$ cat src/hdl/xrg_pkg.sv
package xrg_pkg;

  typedef enum logic [2:0] {
    CMD_RAW   = 3'd0,
    CMD_RANGE = 3'd1,
    CMD_JUMP  = 3'd2,
    CMD_LJUMP = 3'd3,
    CMD_SEED  = 3'd4
  } cmd_t;

  localparam logic [63:0] SM_GAMMA = 64'h9e3779b97f4a7c15;
  localparam logic [63:0] SM_MUL1  = 64'hbf58476d1ce4e5b9;
  localparam logic [63:0] SM_MUL2  = 64'h94d049bb133111eb;

  localparam logic [255:0] JUMP_POLY = {64'h39abdc4529b1661c, 64'ha9582618e03fc9aa,
                                        64'hd5a61266f0c9392c, 64'h180ec6d33cfd0aba};
  localparam logic [255:0] LJUMP_POLY = {64'h39109bb02acbe635, 64'h77710069854ee241,
                                         64'hc5004e441c522fb3, 64'h76e15d3efefdcbbf};

  // request to the multiplier
  typedef struct packed {
    logic        start;
    logic [63:0] a;
    logic [63:0] b;
  } mul_req_t;

  // answer of the multiplier
  typedef struct packed {
    logic         done;
    logic [127:0] prod;
  } mul_rsp_t;

endpackage

$ cat src/hdl/xrg_mul.sv
// 64x64 -> 128 multiplier, one 32x32 partial product per cycle
module xrg_mul (
  input  logic              clk,
  input  logic              rst_n,
  input  xrg_pkg::mul_req_t req,
  output xrg_pkg::mul_rsp_t rsp
);
  logic [63:0]  a_r, b_r;
  logic [127:0] acc_r;
  logic [2:0]   step_r;
  logic         busy_r, done_r;
  logic [31:0]  pa, pb;
  logic [63:0]  pp;
  logic [127:0] pp_sh;

  // operand pick for this step
  always_comb begin
    pa = step_r[1] ? a_r[63:32] : a_r[31:0];
    pb = step_r[0] ? b_r[63:32] : b_r[31:0];
    pp = {32'd0, pa} * {32'd0, pb};
    pp_sh = {64'd0, pp} << ({5'd0, step_r[1]} + {5'd0, step_r[0]}) * 32;
  end

  always_ff @(posedge clk) begin
    if (!rst_n) begin
      busy_r <= 1'b0;
      done_r <= 1'b0;
      step_r <= '0;
    end else begin
      done_r <= 1'b0;
      if (req.start) begin
        a_r    <= req.a;
        b_r    <= req.b;
        acc_r  <= '0;
        step_r <= '0;
        busy_r <= 1'b1;
      end else if (busy_r) begin
        acc_r  <= acc_r + pp_sh;
        step_r <= step_r + 3'd1;
        if (step_r == 3'd3) begin
          busy_r <= 1'b0;
          done_r <= 1'b1;
        end
      end
    end
  end

  assign rsp.done = done_r;
  assign rsp.prod = acc_r;
endmodule

$ cat config.mk
export PLATFORM = sky130hd
export DESIGN_NAME = xrg_mul
export DESIGN_NICKNAME = d
export VERILOG_FILES = /design/src/hdl/xrg_pkg.sv /design/src/hdl/xrg_mul.sv
export SDC_FILE = /design/constraint.sdc
export NUM_CORES = 2
export LEC_CHECK = 0
export ABC_AREA = 1
export BUFFER_PORTS_ARGS = -buffer_cell sky130_fd_sc_hd__buf_2
export CELL_PAD_IN_SITES_DETAIL_PLACEMENT = 1
export CELL_PAD_IN_SITES_GLOBAL_PLACEMENT = 1
export CORE_ASPECT_RATIO = 1.5
export CORE_MARGIN = 3
export CORE_UTILIZATION = 48
export CTS_CLUSTER_SIZE = 16
export DETAILED_ROUTE_END_ITERATION = 10
export PLACE_DENSITY = 0.84
export SLEW_MARGIN = 20
export SYNTH_ARGS = -nofsm -noshare
export SYNTH_HDL_FRONTEND = slang
export SYNTH_SLANG_ARGS = --single-unit
$ cat constraint.sdc
create_clock -name clk -period 16.25 [get_ports clk]
set_input_delay 2.4375 -clock clk [delete_from_list [all_inputs] [get_ports clk]]
set_output_delay 2.4375 -clock clk [all_outputs]
set_load 0.02 [all_outputs]
==> out/summary.md, run 1 <==
The tools report the number of warnings issued by yosys as 0. In this run the vertical extent of the chip is 417 um. For the post-synthesis sequential area ratio, the log shows 0.144. At the end of routability-driven placement, the weighted congestion stood at 1.13. Entering global routing, the biggest net connects 81 pins. The buffers inserted during post-CTS setup optimization came out at 0. After synthesis the cells add up to 54,100 um^2. For the via count of the first global-routing pass, the log shows 68,600. When the netlist entered floorplanning its net count stood at 8,511. It got as far as global routing and failed there. Number of top-level pins: 260.

In this run, post-CTS repair resized a total of 0 instances. The clock net in this run drives a total of 261 sinks. Global routing finished with a remaining overflow of 77. The first error in the log reads "[ERROR GRT-0116] Global routing finished with congestion. Check the congestion regions in the DRC Viewer". The placed wire-length estimate was 248,000 um; the unique cell type count in the Yosys netlist was 61.

Prior to clock tree synthesis, the placed netlist has a worst setup slack of 3.08 ns. The initial standard-cell utilization of the core is 0.485. The mean cell area of the mapped netlist is 7.64 um^2. The total number of placement rows came out at 150. For the wire length of the first global-routing pass, the log shows 514,000 um. CTS placed an instance of sky130_fd_sc_hd__clkbuf_16 at the clock tree root. The run gives 1 as the total number of H-tree levels.

The number of clock buffers added by TritonCTS is 31. The flow did not finish. The combined global-route utilization of all metal layers was 0.625; the number of synthesized register bits was 261. The maximum clock path buffer count is 3, and the floorplan die width is 280 um. The post-placement cell area is 57,400 um^2. Synthesis produced a netlist whose cell count is 7,091. In this run the tool buffered the top-level ports with 259 buffer cells. The tools report the total of hold buffers inserted after clock tree synthesis as 0.
[Yosys cell counts, drive strengths merged]
library cell / count / area [um^2]
and3: 5 / 31.3
nor2: 1271 / 4820
a31o: 2 / 17.5
and2: 5 / 31.3
dfxtp: 5 / 100
buf: 22 / 104
o31ai: 1 / 21.3
o21bai: 18 / 146
a21boi: 12 / 90.1
or2: 11 / 68.8
nand3b: 4 / 30.0
o21ai: 442 / 2260
inv: 1481 / 5560
mux2i: 4 / 40.0
o211ai: 8 / 60.1
nand2: 1208 / 4660
o2111ai: 1 / 8.76
fa: 897 / 18000
nor4: 14 / 130
clkinv: 32 / 120
clkbuf: 180 / 676
xor2: 29 / 254
a21o: 40 / 310
a21oi: 488 / 2490
xnor2: 11 / 96.3
nand4: 24 / 150
o21a: 20 / 150
nor3: 38 / 216
a31oi: 7 / 43.8
o22ai: 4 / 25.0
a211oi: 3 / 22.5
ha: 392 / 4900
nand3: 154 / 841
o311ai: 2 / 25.0
edfxtp: 256 / 7690
[logic make-up after synthesis]
| group | Yosys count | share of synthesized area |
|---|---|---|
| flip-flops | 261 | 0.144 |
| adder cells (fa/ha/maj) | 1289 | 0.422 |
| buffers and inverters | 1715 | 0.119 |
| multiplexers | 4 | 0.000740 |
| AND/OR/NAND/NOR | 2734 | 0.203 |
| AO/OA/AOI/OAI | 1048 | 0.105 |
| XOR/XNOR | 40 | 0.00647 |
[stage by stage]
| stage | instances | util | hold WS, ns |
|---|---|---|---|
| 2_1_floorplan | 7091 | - | 0.478 |
| 3_3_place_gp | 8685 | 0.514 | 0.487 |
| 3_5_place_dp | 8685 | 0.514 | 0.529 |
| 4_1_cts | 8743 | 0.523 | 0.537 |
[layer usage]
metal	overflow	GRT usage
met3	0	0.359
met4	40	0.681
met2	36	0.894
met5	1	0.0605
met1	0	0.591
==> inputs of run 2 (changes only) <==
- CELL_PAD_IN_SITES_DETAIL_PLACEMENT: 1 -> not set
- CELL_PAD_IN_SITES_GLOBAL_PLACEMENT: 1 -> not set
- CORE_ASPECT_RATIO: 1.5 -> not set
- CORE_UTILIZATION: 48 -> 33
- CTS_CLUSTER_SIZE: 16 -> not set
- PLACE_DENSITY: 0.84 -> not set
- PLACE_DENSITY_LB_ADDON: not set -> 0.15
==> out/summary.md, run 2 <==
The longest clock path from root to sink contains 3 buffers. For the floorplan core area, the log shows 163,000 um^2. In this run the register-to-register setup slack is 3.90 ns.

Predominant post-synthesis flop cell: sky130_fd_sc_hd__edfxtp_1. The commonest cells after synthesis are 1,467 x sky130_fd_sc_hd__inv_1, 1,255 x sky130_fd_sc_hd__nor2_1, 1,158 x sky130_fd_sc_hd__nand2_1. The run gives 0.144 as the post-synthesis sequential area ratio. The biggest area contributor in the post-synthesis netlist is sky130_fd_sc_hd__fa_1. Timing would allow up to 0.0810 GHz. Detailed routing inserted a total of 48,800 vias.

The proportion of layout cells with a drive suffix above 1 came out at 0.0805. The clock transition at the registers of the reported paths works out to 0.07 ns. The share of the synthesized netlist area taken by xor and xnor gates was 0.00647; the total number of H-tree levels was 2. The later pin in the worst-skew pair is clocked with a latency of 0.62 ns.

The via count of the first global-routing pass was 51,200; the floorplan die width was 411 um. The logs give 0.289 for the combined global-route utilization of all metal layers and 13,200 um for the detailed route wirelength on metal3. Counting instances, the worst hold path has a depth of 2.

The tools report the number of antenna violations at the first check in global routing as 2. The tools report the data arrival time of the worst path as 12.73 ns. The detail route stage leaves a number of antenna-violating nets equal to 0. The adder-cell area share of the yosys netlist is 0.422. In this run the clock root is driven by a sky130_fd_sc_hd__clkbuf_16. The largest registers in the layout are acc_r: 128 flops, a_r: 64 flops, b_r: 64 flops.

In the routed layout, each cell is associated on average with a via count of 5.16. The area share of the largest cell type after synthesis came out at 0.332. The share of synthesized area spent on multiplexers was 0.000739.

STA classifies the critical path startpoint as a flip-flop. The total die area was 169,000 um^2. The highest layer touched by signal routing is met4. Register bank with the most flops: acc_r.

For the pin with the worst max-slew slack, the measured transition is 1.11 ns. The tightest slew margin relative to the limit is 0.262. The tools report the startpoint of the worst-slack reg-to-reg timing path as step_r[1]. The routed metal-1 wire length was 97,900 um. Buffers inserted to repair hold after CTS numbered 0. The required time at the endpoint of the critical path came out at 16.63 ns. The most numerous cell in the Yosys netlist was sky130_fd_sc_hd__inv_1. The run gives 35 as the number of buffers added by the clock tree synthesis step. The most common cell after layout, fill and taps aside was sky130_fd_sc_hd__inv_1. The first routing iteration left 3,904 violations. The tools report the final count of negative-setup-slack endpoints as 0. After synthesis, the cell types taking the most area are sky130_fd_sc_hd__fa_1 33%, sky130_fd_sc_hd__edfxtp_1 14%, sky130_fd_sc_hd__inv_1 10%, sky130_fd_sc_hd__ha_1 9.1%, sky130_fd_sc_hd__nor2_1 8.7%. In the layout the commonest cells are 1,462 x sky130_fd_sc_hd__inv_1, 1,254 x sky130_fd_sc_hd__nor2_1, 1,157 x sky130_fd_sc_hd__nand2_1. Synthesis handed over a netlist of 7,091 instances. The placed wire-length estimate came out at 208,000 um. The first detailed-routing pass ran for 6 iterations. Summed over all failing endpoints, the final setup total negative slack is 0 ns. The tools report the instance count after placement with tap cells included as 9,408.

Input and output buffers added on the ports amount to 259. During synthesis, Yosys emitted a total of 0 warnings. For the fill cell instance count of the final layout, the log shows 17,500. Main combinational cell family by area after synthesis: adder cells.

The count of max-cap constraint violations was 0. The die extent in y is 411 um, and the buffers inserted during post-CTS setup optimization is 0. The startpoint identified for the worst hold timing path is step_r[2].

Once layout is complete, the cells apart from fillers number 9,472. Count of pins over their slew limit: 0. In this design, the stage delay of the slowest critical-path cell is 0.95 ns.

Critical-path maximum fanout: 66. The tools report the capture endpoint of the worst hold path as step_r[2]. The number of cells on the worst reg-to-reg path is 39. Wires add up to 244,000 um. The average instance in the mapped netlist occupies 7.64 um^2. The area growth from synthesis to layout came out at 9.60%. The final clock period utilization by the worst path was 0.760; the routed wire length on met2 was 118,000 um.

The synthesized design contains 256 enable-type register cells. The hold violation count in the final report came out at 0. In this run, post-CTS repair resized a total of 0 instances. The async set-or-reset flop fraction in the synthesized netlist came out at 0.

The flow ran to the end, and the final reports show no timing, DRC or antenna violations. After the last flow step, the layout net total stands at 8,690. The initial standard-cell utilization of the core came out at 0.332. Most used cell along the critical path: sky130_fd_sc_hd__nand2_1.

TritonCTS built the clock tree. The number of flip-flops in the largest register was 128. The tools report the kind of capture point of the worst setup path as a flip-flop.

The worst register-to-register path ends at acc_r[74]. In the routed design, unresolved DRC markers number 0. Dividing the detail-routed wire length by the instance count gives 25.8 um.

The first global-routing pass estimated 353,000 um of wire. In this run the worst hold path is classified as flip-flop to flip-flop. The simple-gate share of the synthesized area was 0.203.

For this design the top-level I/O count stands at 260. The number of synthesized register bits is 261, and the net count after synthesis is 8,511. In this run the cell area of the synthesized design comes to 54,100 um^2.

After global routing the overflow that remains totals 0. The unique cell type count in the Yosys netlist is 61, and the pin count of the biggest net entering global routing is 79. The floorplan has 148 rows. The number of clock sinks was 261. The area fraction in compound gates after synthesis came out at 0.105. The tools report the routability congestion estimate from global placement as 1.03.

On the critical path, the stage with the largest delay is an instance of sky130_fd_sc_hd__dfxtp_4. The routed design could run at a clock period as short as 12.35 ns. Between clock sinks in the finished design, the worst skew comes to 0.0376 ns. Setup repair after global routing left no endpoint under its margin. The critical path in this run is classified as flip-flop to flip-flop.
[run 2: per-stage QoR]
step	setup slack (ns)	hold WS, ns	util	area [um^2]
global placement	3.66	0.488	0.357	58200
floorplan	7.38	0.478	-	54100
global route	3.35	0.535	0.364	59300
detailed placement	3.72	0.500	0.357	58200
CTS	3.68	0.505	0.364	59300
finish	3.90	0.502	0.364	59300
[run 2: worst max-delay path by stage]
stage                          from          to  slack (ns)
after floorplan           step_r[0]  acc_r[111]        7.38
after global placement    step_r[0]   acc_r[74]        3.66
after detailed placement  step_r[0]   acc_r[74]        3.72
after CTS                 step_r[0]   acc_r[74]        3.68
after global routing      step_r[1]   acc_r[74]        3.35
final                     step_r[1]   acc_r[74]        3.90
[run 2: per-layer routing]
layer	global-route usage	up-vias
met5	0	-
met4	0.151	0
met3	0.0349	462
met2	0.494	1688
met1	0.357	24600
li1	-	22100
[run 2: cell type report]
cell class | count | area, um^2 | area share
clock buffer | 40 | 895 | 0.0151
antenna | 1 | 2.50 | 0.0000422
timing repair buffer | 344 | 1930 | 0.0326
inverter | 1513 | 5690 | 0.0958
tap | 2175 | 2720 | 0.0459
clock inverter | 23 | 206 | 0.00348
multi-input combinational | 5115 | 40100 | 0.676
sequential | 261 | 7790 | 0.131
[run 2: kinds of logic after synthesis]
family | after synthesis
xor gates and xnor gates | 40
DFF | 261
AOI/OAI and AO/OA | 1048
and+or+nand+nor | 2734
adders and majority gates | 1289
muxes | 4
buffers and inverters | 1715
[run 2: worst max-delay path, delay by kind of cell (launching register included)]
family | cells | cell delay (ns)
AOI/OAI and AO/OA | 8 | 2.83
DFF | 1 | 0.95
buffers and inverters | 6 | 1.42
adders and majority gates | 10 | 4.81
and+or+nand+nor | 15 | 1.98
Power of run 2 is left out: the tool's default activity adds up to more than one toggle a clock period on the data nets, which glitch-free logic cannot reach.
