### src/hdl/xrg_div.sv
// 64-bit restoring remainder, one bit per cycle (used for (-bound) % bound)
module xrg_div (
  input  logic        clk,
  input  logic        rst_n,
  input  logic        start,
  input  logic [63:0] num,
  input  logic [63:0] den,
  output logic        done,
  output logic [63:0] rem
);
  logic [63:0] n_r, d_r;
  logic [64:0] r_r;
  logic [6:0]  cnt_r;
  logic        busy_r, done_r;
  logic [64:0] trial;

  always_comb trial = {r_r[63:0], n_r[63]} - {1'b0, d_r};

  always_ff @(posedge clk) begin
    if (!rst_n) begin
      busy_r <= 1'b0;
      done_r <= 1'b0;
      cnt_r  <= '0;
    end else begin
      done_r <= 1'b0;
      if (start) begin
        n_r    <= num;
        d_r    <= den;
        r_r    <= '0;
        cnt_r  <= '0;
        busy_r <= 1'b1;
      end else if (busy_r) begin
        n_r <= {n_r[62:0], 1'b0};
        r_r <= trial[64] ? {r_r[63:0], n_r[63]} : trial;
        cnt_r <= cnt_r + 7'd1;
        if (cnt_r == 7'd63) begin
          busy_r <= 1'b0;
          done_r <= 1'b1;
        end
      end
    end
  end

  assign done = done_r;
  assign rem  = r_r[63:0];
endmodule

### config.mk
export PLATFORM = sky130hd
export DESIGN_NAME = xrg_div
export DESIGN_NICKNAME = d
export VERILOG_FILES = /design/src/hdl/xrg_div.sv
export SDC_FILE = /design/constraint.sdc
export NUM_CORES = 1
export LEC_CHECK = 0
export BUFFER_PORTS_ARGS = -buffer_cell sky130_fd_sc_hd__buf_4
export CAP_MARGIN = 30
export CORE_MARGIN = 2
export CORE_UTILIZATION = 55
export CTS_CLUSTER_SIZE = 40
export DETAILED_ROUTE_END_ITERATION = 8
export PLACE_DENSITY = 0.86
export SYNTH_ARGS = -nofsm -noshare
export SYNTH_HDL_FRONTEND = slang
export SYNTH_SLANG_ARGS = --single-unit
### constraint.sdc
create_clock -name clk -period 8.5 [get_ports clk]
set_input_delay 0.85 -clock clk [delete_from_list [all_inputs] [get_ports clk]]
set_output_delay 0.85 -clock clk [all_outputs]
set_load 0.02 [all_outputs]
==> results of run 1 <==
## flip-flops by register name (all words and copies together) (netlist names)
| register | flops |
|---|---|
| busy_r | 1 |
| cnt_r | 7 |
| d_r | 64 |
| done | 1 |
| n_r | 64 |
| r_r | 64 |
## where the power goes
group	internal [mW]	total, mW	switching [mW]
Clock	0.500	0.887	0.387
Combinational	0.416	0.964	0.548
Sequential	1.20	1.25	0.0504
## logic make-up after synthesis
logic type      Yosys count
simple gates            250
xor+xnor                 64
buf+inv                 138
fa+ha+maj                66
compound gates          248
mux                     121
flops                   201
## stage by stage
stage               cells  hold WS (ps)  worst slack [ps]  utilization, %  power [mW]
global placement     1510           468              4140            64.1        2.19
detailed placement   1510           489              4070            64.1        2.22
CTS                  1549           486              4060            67.2        3.11
global route         1549           481              3730            67.2        3.25
floorplan            1088           458              3980               -        1.97
finish               1549           501              4030            67.2        3.10
## cell type report
cell class	instances	area share, %
multi-input cells	749	38.4
well taps	275	2.42
repair buffers	199	10.5
inverters	86	2.27
flip-flops and latches	201	41.8
clock buffers	32	4.29
clock inverters	7	0.317
## worst max-delay path: cells and delay by family (launching register included)
kind | cells | cell delay [ps]
AOI/OAI and AO/OA | 4 | 820
xor gates and xnor gates | 1 | 410
adders and majority gates | 1 | 480
buffers and inverters | 1 | 820
DFF | 1 | 450
muxes | 1 | 300
and+or+nand+nor | 4 | 830
## layer usage
layer / up-vias / wire, um / part of all wire, % / track usage, %
met3: 44 / 2440 / 8.5 / 6.50
li1: 4358 / - / - / -
met4: 0 / 577 / 2.0 / 5.84
met1: 4304 / 11900 / 42 / 32.2
met5: - / 0 / 0 / 0
met2: 315 / 13700 / 48 / 41.9
## how the worst max path moves through the flow
| stage | endpoint | cells after the start | start | slack, ps |
|---|---|---|---|---|
| 6_report | r_r[42]$_SDFFCE_PP0P_ | 12 | r_r[16]$_SDFFCE_PP0P_ | 4030 |
| 5_1_grt | r_r[63]$_SDFFCE_PP0P_ | 12 | r_r[33]$_SDFFCE_PP0P_ | 3730 |
| 4_1_cts | r_r[36]$_SDFFCE_PP0P_ | 12 | r_r[16]$_SDFFCE_PP0P_ | 4060 |
| 3_5_place_dp | r_r[63]$_SDFFCE_PP0P_ | 12 | r_r[16]$_SDFFCE_PP0P_ | 4070 |
| 3_3_place_gp | r_r[36]$_SDFFCE_PP0P_ | 12 | r_r[16]$_SDFFCE_PP0P_ | 4140 |
| 2_1_floorplan | n_r[0]$_SDFFCE_PN0P_ | 2 | start | 3980 |
## cell usage in the layout (no fill, tap or decap), drive strengths merged, types with 4 or more instances in the layout
cell type | synthesis | routed
a2111oi | 4 | 4
edfxtp | 192 | 192
a21boi | 5 | 5
nor2 | 107 | 107
inv | 86 | 87
o41ai | 4 | 4
nand2 | 64 | 64
ha | 65 | 65
a211oi | 5 | 5
o221ai | 4 | 4
xor2 | 26 | 26
mux2 | 65 | 65
clkinv | 0 | 6
nand4 | 22 | 22
mux2i | 56 | 56
and3 | 8 | 8
o2111ai | 7 | 7
o21ai | 47 | 47
buf | 17 | 199
nand3 | 13 | 13
clkbuf | 35 | 32
dfxtp | 9 | 9
a31oi | 11 | 11
or3 | 7 | 7
a21oi | 80 | 80
o21bai | 11 | 11
nor3 | 7 | 7
o211ai | 4 | 4
xnor2 | 38 | 38
a21o | 26 | 26
o31ai | 4 | 4
o21a | 12 | 12
and2 | 5 | 5
==> impl_metrics.json, run 1 <==
{
  "die_h_um": 151,
  "io_pins": 196,
  "root_buffer": "clkbuf_16",
  "floorplan.die_area_sq_um": 22900,
  "synth_cell_types": 66,
  "cts.htree.levels": 1,
  "final_cell_area_sq_um": 14200,
  "yosysTopAreaCell": "edfxtp_1",
  "rsz0062_at_grt": "false",
  "postCtsHoldBufs": 0,
  "cts_buffers": 23,
  "grt_max_degree": 76,
  "area_growth_pct": 18.9,
  "synthSimpleGateAreaFrac_pct": 9.37,
  "ctsResizeCount": 0,
  "synth_seq_cells": 201,
  "r2r_end": "r_r[42]$_SDFFCE_PP0P_",
  "io_buffers": 195,
  "antenna_cells": 0,
  "min_to": "cnt_r[6]$_SDFFE_PP0P_",
  "grt_pass1_wl_um": 45100,
  "ys.warnings.count": 0,
  "placed_area_sq_um": 13600,
  "hold_viol_final": 0,
  "routed_wl_um": 28600,
  "drc": 0,
  "die_x_um": 151,
  "clock-sinks": 201,
  "fillers": 1581,
  "power_leakage_nw": 5.98,
  "synth_most_common_cell": "edfxtp_1",
  "status": "completed",
  "syn-mean-instance-area_sq_um": 11.0,
  "hold_path_depth": 2,
  "vias": 9021,
  "synthMuxAreaShare_pct": 10.8,
  "drtIter0Drc": 585,
  "maxSlewHeadroom_pct": 33.0,
  "yosys.area.top_type_share_pct": 48.2,
  "tns_ps": 0,
  "cap_violations": 0,
  "setup_viol": 0,
  "slowest_delay_ps": 820,
  "reg2reg_setup_slack_ps": 4030,
  "worst_slew_pin_slew_ps": 1010,
  "final_nets": 1457,
  "drv_slew": 0,
  "syn_nets": 1285,
  "dr.pass1.iters": 5,
  "startpoint_type": "register",
  "synthTopCellsByArea": "edfxtp_1 (48%), ha_1 (6.8%), mux2_2 (5.9%)",
  "async_flop_share_pct": 0,
  "grt_overflow": 0,
  "dp_hpwl_um": 20700,
  "synth_common_cells": "edfxtp_1 (192), nor2_1 (107), inv_1 (86)",
  "routed_wire_length_per_instance_um": 18.4,
  "yosysSeqAreaShare_pct": 49.7,
  "insertion_delay_ps": 520,
  "syn_inst": 1088,
  "r2r_start": "r_r[16]$_SDFFCE_PP0P_",
  "cts_tree": "built",
  "syn_area_sq_um": 12000,
  "crit_slowest_cell": "buf_4",
  "vdd_drop_max_uv": 164,
  "synth_top_family_by_area": "compound AO/OA/AOI/OAI gates",
  "endpoint_kind": "register",
  "synth_edf_count": 192,
  "hold_class": "reg2reg",
  "layout-drive-gt1-share_pct": 23.7,
  "synthAdderAreaFrac_pct": 6.97,
  "hold_path_startpoint": "cnt_r[6]$_SDFFE_PP0P_",
  "period_share_pct": 52.5,
  "clk_path_buf_depth": 3,
  "fmax_mhz": 224,
  "core-area_sq_um": 21200,
  "grtUsageTotal_pct": 24.8,
  "multi_input_area_sq_um": 5460,
  "synth-xor-area-share_pct": 4.75,
  "path_cells": "ha_1 > nand2_1 > or4_1 > a21oi_1 > o2111a_1 > o2111ai_2 > nand4_1 > a31oi_2 > xnor2_4 > buf_4 > mux2i_1 > nor2_1",
  "synth-compound-area-share_pct": 13.6,
  "crit_type": "reg2reg",
  "skew_ps": 8.72,
  "critPathRequiredTime_ps": 8740,
  "p_per_area_nw_per_um2": 218,
  "fin_crit_ps": 4470,
  "antenna_found_initial": 0,
  "clkTransAtPathRegs_ps": 60,
  "via_per_inst": 5.82,
  "rows": 53,
  "first_global_vias": 8907,
  "cts_setup_buffers": 0,
  "synth_flop_cell": "edfxtp_1",
  "rr_worst_depth": 12,
  "crit_fanout": 59,
  "initial_core_util_pct": 56.5,
  "place.gp.congestion": 0.925,
  "detail-route-antenna-nets": 0,
  "regArea_sq_um": 5950,
  "cp.arrival_ps": 4710
}
(Power assumes the default switching activity.)
==> run 2, diff against run 1 <==
--- a/config.mk
+++ b/config.mk
@@ -8,10 +8,10 @@
 export BUFFER_PORTS_ARGS = -buffer_cell sky130_fd_sc_hd__buf_4
 export CAP_MARGIN = 30
 export CORE_MARGIN = 2
-export CORE_UTILIZATION = 55
+export CORE_UTILIZATION = 52
 export CTS_CLUSTER_SIZE = 40
 export DETAILED_ROUTE_END_ITERATION = 8
-export PLACE_DENSITY = 0.86
+export PLACE_DENSITY = 0.85
 export SYNTH_ARGS = -nofsm -noshare
 export SYNTH_HDL_FRONTEND = slang
 export SYNTH_SLANG_ARGS = --single-unit
==> constraint.sdc (replaced) <==
create_clock -name clk -period 3.6 [get_ports clk]
set_input_delay 0.36 -clock clk [delete_from_list [all_inputs] [get_ports clk]]
set_output_delay 0.36 -clock clk [all_outputs]
set_load 0.02 [all_outputs]
==> run 2 against run 1 <==
Against the previous run: cell count grew 7.7%; fmax up 27%; first-iteration DRC count is 16% higher; critical path type unchanged.
==> impl_metrics.json, run 2 (same netlist as run 1, synthesis figures left out) <==
{
  "status": "completed",
  "startpoint_type": "register",
  "crit_slowest_cell": "edfxtp_1",
  "vias": 9626,
  "p_comb_share_pct": 33.0,
  "cp-endpoint": "r_r[19]$_SDFFCE_PP0P_",
  "dp_hpwl_um": 21900,
  "area_growth_pct": 29.2,
  "die_h_um": 156,
  "reg_top3": "d_r: 64 flops, n_r: 64 flops, r_r: 64 flops",
  "endpoint_kind": "register",
  "path_depth": 14,
  "hold_viol_final": 0,
  "r2r_start": "r_r[37]$_SDFFCE_PP0P_",
  "cts.htree.levels": 1,
  "root_buffer": "clkbuf_16",
  "place.gp.congestion": 0.951,
  "final_nets": 1563,
  "fin_ws_ps": 81.3,
  "hold_class": "in2reg",
  "antenna_cells": 0,
  "startpoint": "r_r[37]$_SDFFCE_PP0P_",
  "critPathTopFamily": "compound AO/OA/AOI/OAI gates",
  "slowest_delay_ps": 410,
  "placed_area_sq_um": 13900,
  "crit_fanout": 20,
  "skew_ps": 10.0,
  "regArea_sq_um": 5950,
  "placed_cells": 1559,
  "rows": 55,
  "maxSlewHeadroom_pct": 52.9,
  "dr.pass1.iters": 5,
  "detail-route-antenna-nets": 0,
  "fillers": 1664,
  "rr_worst_depth": 14,
  "floorplan.die_area_sq_um": 24200,
  "cap_violations": 0,
  "final_cell_mix": "buf_4 (235), edfxtp_1 (192), nor2_1 (107)",
  "multi_input_area_sq_um": 5550,
  "layout-drive-gt1-share_pct": 27.2,
  "core-area_sq_um": 22600,
  "worst_slew_pin_slew_ps": 706,
  "first_global_vias": 9755,
  "fin_cells": 1668,
  "grt_pass1_wl_um": 49500,
  "cp.arrival_ps": 3780,
  "p_sw_share_pct": 32.2,
  "p_per_area_nw_per_um2": 508,
  "io_pins": 196,
  "layout_commonest_cell": "buf_4",
  "initial_core_util_pct": 52.8,
  "via_per_inst": 5.77,
  "cts_buffers": 23,
  "setup_viol": 0,
  "reg2reg_setup_slack_ps": 80,
  "pre_cts_ws_ps": -4.02,
  "clkTransAtPathRegs_ps": 60,
  "drv_slew": 0,
  "seqPwrFrac_pct": 37.5,
  "drc": 0,
  "fin_crit_ps": 3520,
  "die_x_um": 156,
  "critPathRequiredTime_ps": 3860,
  "final_util_pct": 68.3,
  "insertion_delay_ps": 540,
  "crit_top_cell": "a21oi_1",
  "clock_power_share_pct": 29.4,
  "holdWs_ps": 12.7,
  "p_switching_mw": 2.53,
  "routed_wire_length_per_instance_um": 18.9,
  "crit_buf_inv": 3,
  "power_leakage_nw": 6.51,
  "clock-sinks": 201,
  "fmax_mhz": 284,
  "vdd_drop_max_uv": 479,
  "crit_type": "reg2reg",
  "grt_overflow": 0,
  "routed_wl_um": 31500,
  "final_cell_area_sq_um": 15500,
  "r2r_end": "r_r[19]$_SDFFCE_PP0P_",
  "antenna_found_initial": 0,
  "period_share_pct": 97.7,
  "grtUsageTotal_pct": 25.5,
  "grt_max_degree": 103,
  "drtIter0Drc": 676,
  "clk_path_buf_depth": 3,
  "hold_path_depth": 1,
  "internal-power_mw": 5.33,
  "io_buffers": 195,
  "cts_tree": "built",
  "path_cells": "ha_1 > a21oi_1 > a21oi_1 > a211oi_1 > o211ai_1 > buf_4 > o2111ai_2 > nand4_1 > a31oi_4 > xnor2_4 > buf_12 > buf_16 > mux2i_1 > nor2_1"
}
run 2: worst min path at each step:
stage,end,from
finish,d_r[28]$_DFFE_PP_,den[28]
floorplan,cnt_r[5]$_SDFFE_PP0P_,cnt_r[5]$_SDFFE_PP0P_
detailed placement,cnt_r[5]$_SDFFE_PP0P_,cnt_r[5]$_SDFFE_PP0P_
global route,d_r[28]$_DFFE_PP_,den[28]
global placement,cnt_r[6]$_SDFFE_PP0P_,cnt_r[6]$_SDFFE_PP0P_
CTS,d_r[28]$_DFFE_PP_,den[28]
run 2: worst reg2reg max path, stage by stage, from the launching register on:
cell and delay [ps]:
edfxtp_1 410, ha_1 410, a21oi_1 270, a21oi_1 130, a211oi_1 230, o211ai_1 140, buf_4 170, o2111ai_2 210
nand4_1 170, a31oi_4 280, xnor2_4 160, buf_12 150, buf_16 200, mux2i_1 260, nor2_1 70
run 2: power by group through the flow:
stage | clock, mW | combinational, mW | sequential, mW
floorplan | 0 | 1.58 | 3.06
global placement | 0 | 2.33 | 2.99
detailed placement | 0 | 2.38 | 2.99
CTS | 2.35 | 2.46 | 2.95
global route | 2.43 | 2.81 | 2.97
finish | 2.31 | 2.59 | 2.95
run 2: metal layers:
metal / vias to the layer above / track usage [%] / wire (um)
met2: 454 / 42.6 / 14800
met3: 83 / 6.33 / 2850
met5: - / 0 / 0
met1: 4528 / 32.1 / 12500
met4: 0 / 9.48 / 1340
li1: 4561 / - / -
run 2: layout make-up:
cell class,instances,share of cell area [%]
Tap cell,285,2.31
Clock inverter,16,0.947
Timing Repair Buffer,305,16.5
Multi-Input combinational cell,749,35.9
Clock buffer,26,3.80
Sequential cell,201,38.5
Inverter,86,2.09
run 2: repair_timing:
| item | CTS | global route |
|---|---|---|
| buffers inserted | 0 | 4 |
| resized for setup | 2 | 27 |
| gates cloned | 0 | 1 |
| hold buffers | 62 | 0 |
| hold endpoints to repair | 62 | 0 |
| pin swaps | 0 | 5 |
| setup endpoints to repair | 18 | 61 |
run 2: stage by stage:
stage                     total power [mW]  TNS [ps]
final                                 7.85         0
after global routing                  8.21      -178
after CTS                             7.77         0
after detailed placement              5.38     -5.53
after global placement                5.31         0
after floorplan                       4.64         0
